===== config.mk =====
export PLATFORM = sky130hd
export DESIGN_NAME = tzl_ram
export DESIGN_NICKNAME = d
export VERILOG_FILES = /design/src/rtl/tzl_ram.sv
export SDC_FILE = /design/constraint.sdc
export NUM_CORES = 1
export LEC_CHECK = 0
export ABC_AREA = 1
export BUFFER_PORTS_ARGS = -buffer_cell sky130_fd_sc_hd__buf_2
export CELL_PAD_IN_SITES_DETAIL_PLACEMENT = 1
export CELL_PAD_IN_SITES_GLOBAL_PLACEMENT = 2
export CORE_ASPECT_RATIO = 0.8
export CORE_MARGIN = 4
export CORE_UTILIZATION = 46
export CTS_BUF_LIST = sky130_fd_sc_hd__clkbuf_4 sky130_fd_sc_hd__clkbuf_8
export CTS_CLUSTER_DIAMETER = 200
export CTS_CLUSTER_SIZE = 25
export DETAILED_ROUTE_END_ITERATION = 8
export GPL_ROUTABILITY_DRIVEN = 0
export HOLD_SLACK_MARGIN = 0.12
export PLACE_DENSITY_LB_ADDON = 0.2
export SYNTH_ARGS = -nofsm -noshare
export SYNTH_HDL_FRONTEND = slang
export SYNTH_SLANG_ARGS = --single-unit

===== constraint.sdc =====
create_clock -name clk_i -period 1.79 [get_ports clk_i]
set_input_delay 0.2685 -clock clk_i [delete_from_list [all_inputs] [get_ports clk_i]]
set_output_delay 0.2685 -clock clk_i [all_outputs]
set_load 0.02 [all_outputs]

===== src/rtl/tzl_ram.sv =====
module tzl_ram #(
  parameter int unsigned WIDTH = 8,
  parameter int unsigned DEPTH = 16
) (
  input  logic                                 clk_i,
  input  logic                                 we_i,
  input  logic [(DEPTH > 1 ? $clog2(DEPTH) : 1)-1:0] waddr_i,
  input  logic [WIDTH-1:0]                     wdata_i,
  input  logic                                 re_i,
  input  logic [(DEPTH > 1 ? $clog2(DEPTH) : 1)-1:0] raddr_i,
  output logic [WIDTH-1:0]                     rdata_o
);

  logic [WIDTH-1:0] mem_q [DEPTH];
  logic [WIDTH-1:0] rdata_q;

  always_ff @(posedge clk_i) begin
    if (we_i) begin
      mem_q[waddr_i] <= wdata_i;
    end
    if (re_i) begin
      rdata_q <= mem_q[raddr_i];
    end
  end

  assign rdata_o = rdata_q;

endmodule


==> flow_metrics.env <==
export IMPL_num_io_pins=27
export IMPL_tightest_slew_ns=0.680
export IMPL_htreeDepth=4
export IMPL_period_share_pct=75.1
export IMPL_final_cells=779
export IMPL_postLayoutCoreUtil_pct=53.2
export IMPL_syn_area_per_cell_um2=10.6
export IMPL_clkLatencyLatePin_ns=0.45
export IMPL_detail_route_vias_per_cell=4.98
export IMPL_drc=0
export IMPL_wl_met3_um=858
export IMPL_max_slew_margin_pct=54.6
export IMPL_syn_num_nets=570
export IMPL_p_leak_uw=0.00283
export IMPL_yosys_warnings=0
export IMPL_synth_edff_count=136
export IMPL_finalSetupTns_ns=0
export IMPL_totalWireLength_um=13800
export IMPL_path_class="flop to output pin"
export IMPL_wl_met2_um=6690
export IMPL_rsz0062_at_grt="no"
export IMPL_ctsHoldBuffers=0
export IMPL_grt_ovfl_total=0
export IMPL_cpPeakStageDelay_ns=0.43
export IMPL_cts_resized=0
export IMPL_ys_types=11
export IMPL_root_buffer="clkbuf_8"
export IMPL_grt_pass1_vias=4084
export IMPL_core_area_um2=12300
export IMPL_wl_met1_um=6130
export IMPL_cpMaxStageDelayCell="edfxtp_1"
export IMPL_syn_instance_count=551
export IMPL_start_util_pct=47.5
export IMPL_fmax_ghz=0.744
export IMPL_hold_viol_final=0
export IMPL_hp_class="input pin to flop"
export IMPL_cts_sinks=136
export IMPL_power_uw=6170
export IMPL_yosysTopAreaCell="edfxtp_1"
export IMPL_drt_iter0_drc=250
export IMPL_antenna_found_initial=0
export IMPL_routed_top_layer="met4"
export IMPL_antenna_cells=0
export IMPL_clk_pin_slew_worst_paths_ns=0.07
export IMPL_status="finished clean"
export IMPL_cts_tree="built"
export IMPL_dpl_hpwl_um=8970
export IMPL_required_ns=1.52
export IMPL_synth_main_ff_cell="edfxtp_1"
export IMPL_cts_made_buffers=17
export IMPL_wl_per_cell_um=17.7
export IMPL_synth_common_cells="173 x nand2_1, 136 x edfxtp_1, 100 x inv_1"
export IMPL_period_minus_slack_ns=1.34
export IMPL_cp_top_family="flip-flops"
export IMPL_setup_violations_final=0
export IMPL_vdd_drop_max_mv=0.643
export IMPL_netlist_top_cells_area="edfxtp_1 70%, nand2_1 11%, nand3_1 8.3%, inv_1 6.4%, buf_6 1.2%"
export IMPL_endpoint_kind="output pin"
export IMPL_area_delta_synth_final_pct=11.9
export IMPL_critPathArrivalTime_ns=1.08
export IMPL_portBuffers=26
export IMPL_synth_seq_cells=136
export IMPL_crit_fanout=1
export IMPL_ys_async_sr_fraction_pct=0
export IMPL_layout_nets=614
export IMPL_p_per_area_nw_per_um2=942
export IMPL_path_buf_inv=1
export IMPL_critical_path_cell_chain="buf_2"
export IMPL_syn_area_um2=5850
export IMPL_rows=36
export IMPL_die_x_um=134
export IMPL_cts_buffer_depth=2
export IMPL_track_usage_pct=20.9
export IMPL_dp_slack_ns=0.247
export IMPL_slew_viol_final=0
export IMPL_layout_drive_gt1_share_pct=12.8
export IMPL_grt_first_pass_wirelength_um=22200
export IMPL_layout_setup_ws_ns=0.446
export IMPL_cp_start_kind="flop"
export IMPL_die_area_um2=14600
export IMPL_post_place_cells=747
export IMPL_die_height_um=109
export IMPL_cap_viol_max_count=0
export IMPL_grt_max_degree=65
export IMPL_synth_top_cell_area_share_pct=69.8
export IMPL_yosysSeqAreaShare_pct=69.8
export IMPL_postCtsSetupRepairBufs=0
export IMPL_drt_pre_antenna_iters=4
export IMPL_vias=3880
export IMPL_synth_most_common_cell="nand2_1"
export IMPL_ant_nets=0
export IMPL_final_setup_skew_ns=0.00638
stage by stage:
stage | area (um^2) | hold slack, ns
after floorplan | 5850 | 0.367
after global placement | 6220 | 0.651
after detailed placement | 6220 | 0.650
after CTS | 6550 | 0.169
after global routing | 6550 | 0.165
final | 6550 | 0.194
kinds of logic after synthesis:
group / count (synthesis) / share of synthesized area, %
AND/OR/NAND/NOR: 289 / 20.8
flip-flops: 136 / 69.8
buffers and inverters: 126 / 9.39
per-layer routing:
metal | GRT usage (%) | up-vias
li1 | - | 1864
met1 | 28.3 | 1911
met2 | 33.6 | 98
met3 | 6.23 | 7
met4 | 5.01 | 0
met5 | 0 | -
path summary, 6_finish.rpt:
path | start | end | slack, ns | cells past startpoint
min | re_i | rdata_o[5]$_DFFE_PP_ | 0.19 | 1
max reg2reg | mem_q[9][5]$_DFFE_PP_ | rdata_o[5]$_DFFE_PP_ | 0.69 | 6
max | rdata_o[5]$_DFFE_PP_ | rdata_o[5] | 0.45 | 1
min reg2reg | mem_q[13][1]$_DFFE_PP_ | rdata_o[1]$_DFFE_PP_ | 0.75 | 6
power breakdown:
part,switching [uW],internal [uW],total (uW)
clock,1060,1050,2110
sequential,22.0,3590,3610
combinational,315,130,445
total,1400,4760,6170
state kept, by name, summed over array words and instances, names as in the netlist:
register and flops:
mem_q 128, rdata_o 8
placed cells by master, fill, tap and decap left out:
cell type  synthesis  routed
clkinv_2           0       2
inv_1            100     100
clkinv_1           0       5
nand2_1          173     173
nor2_1            17      17
buf_12             0       2
clkbuf_4           0       8
inv_2              2       2
clkbuf_8           0      17
nand3b_1           2       2
buf_4              4      21
nand3_1           97      97
edfxtp_1         136     136
buf_2             13      26
final cells by class:
cell class / instances / area (um^2)
Clock buffer: 25 / 294
Tap cell: 171 / 214
Fill cell: 1357 / 5750
Timing Repair Buffer: 49 / 328
Clock inverter: 7 / 28.8
Sequential cell: 136 / 4080
Inverter: 102 / 383
Multi-Input combinational cell: 289 / 1210
No activity file was read; power rests on OpenSTA's default activity.
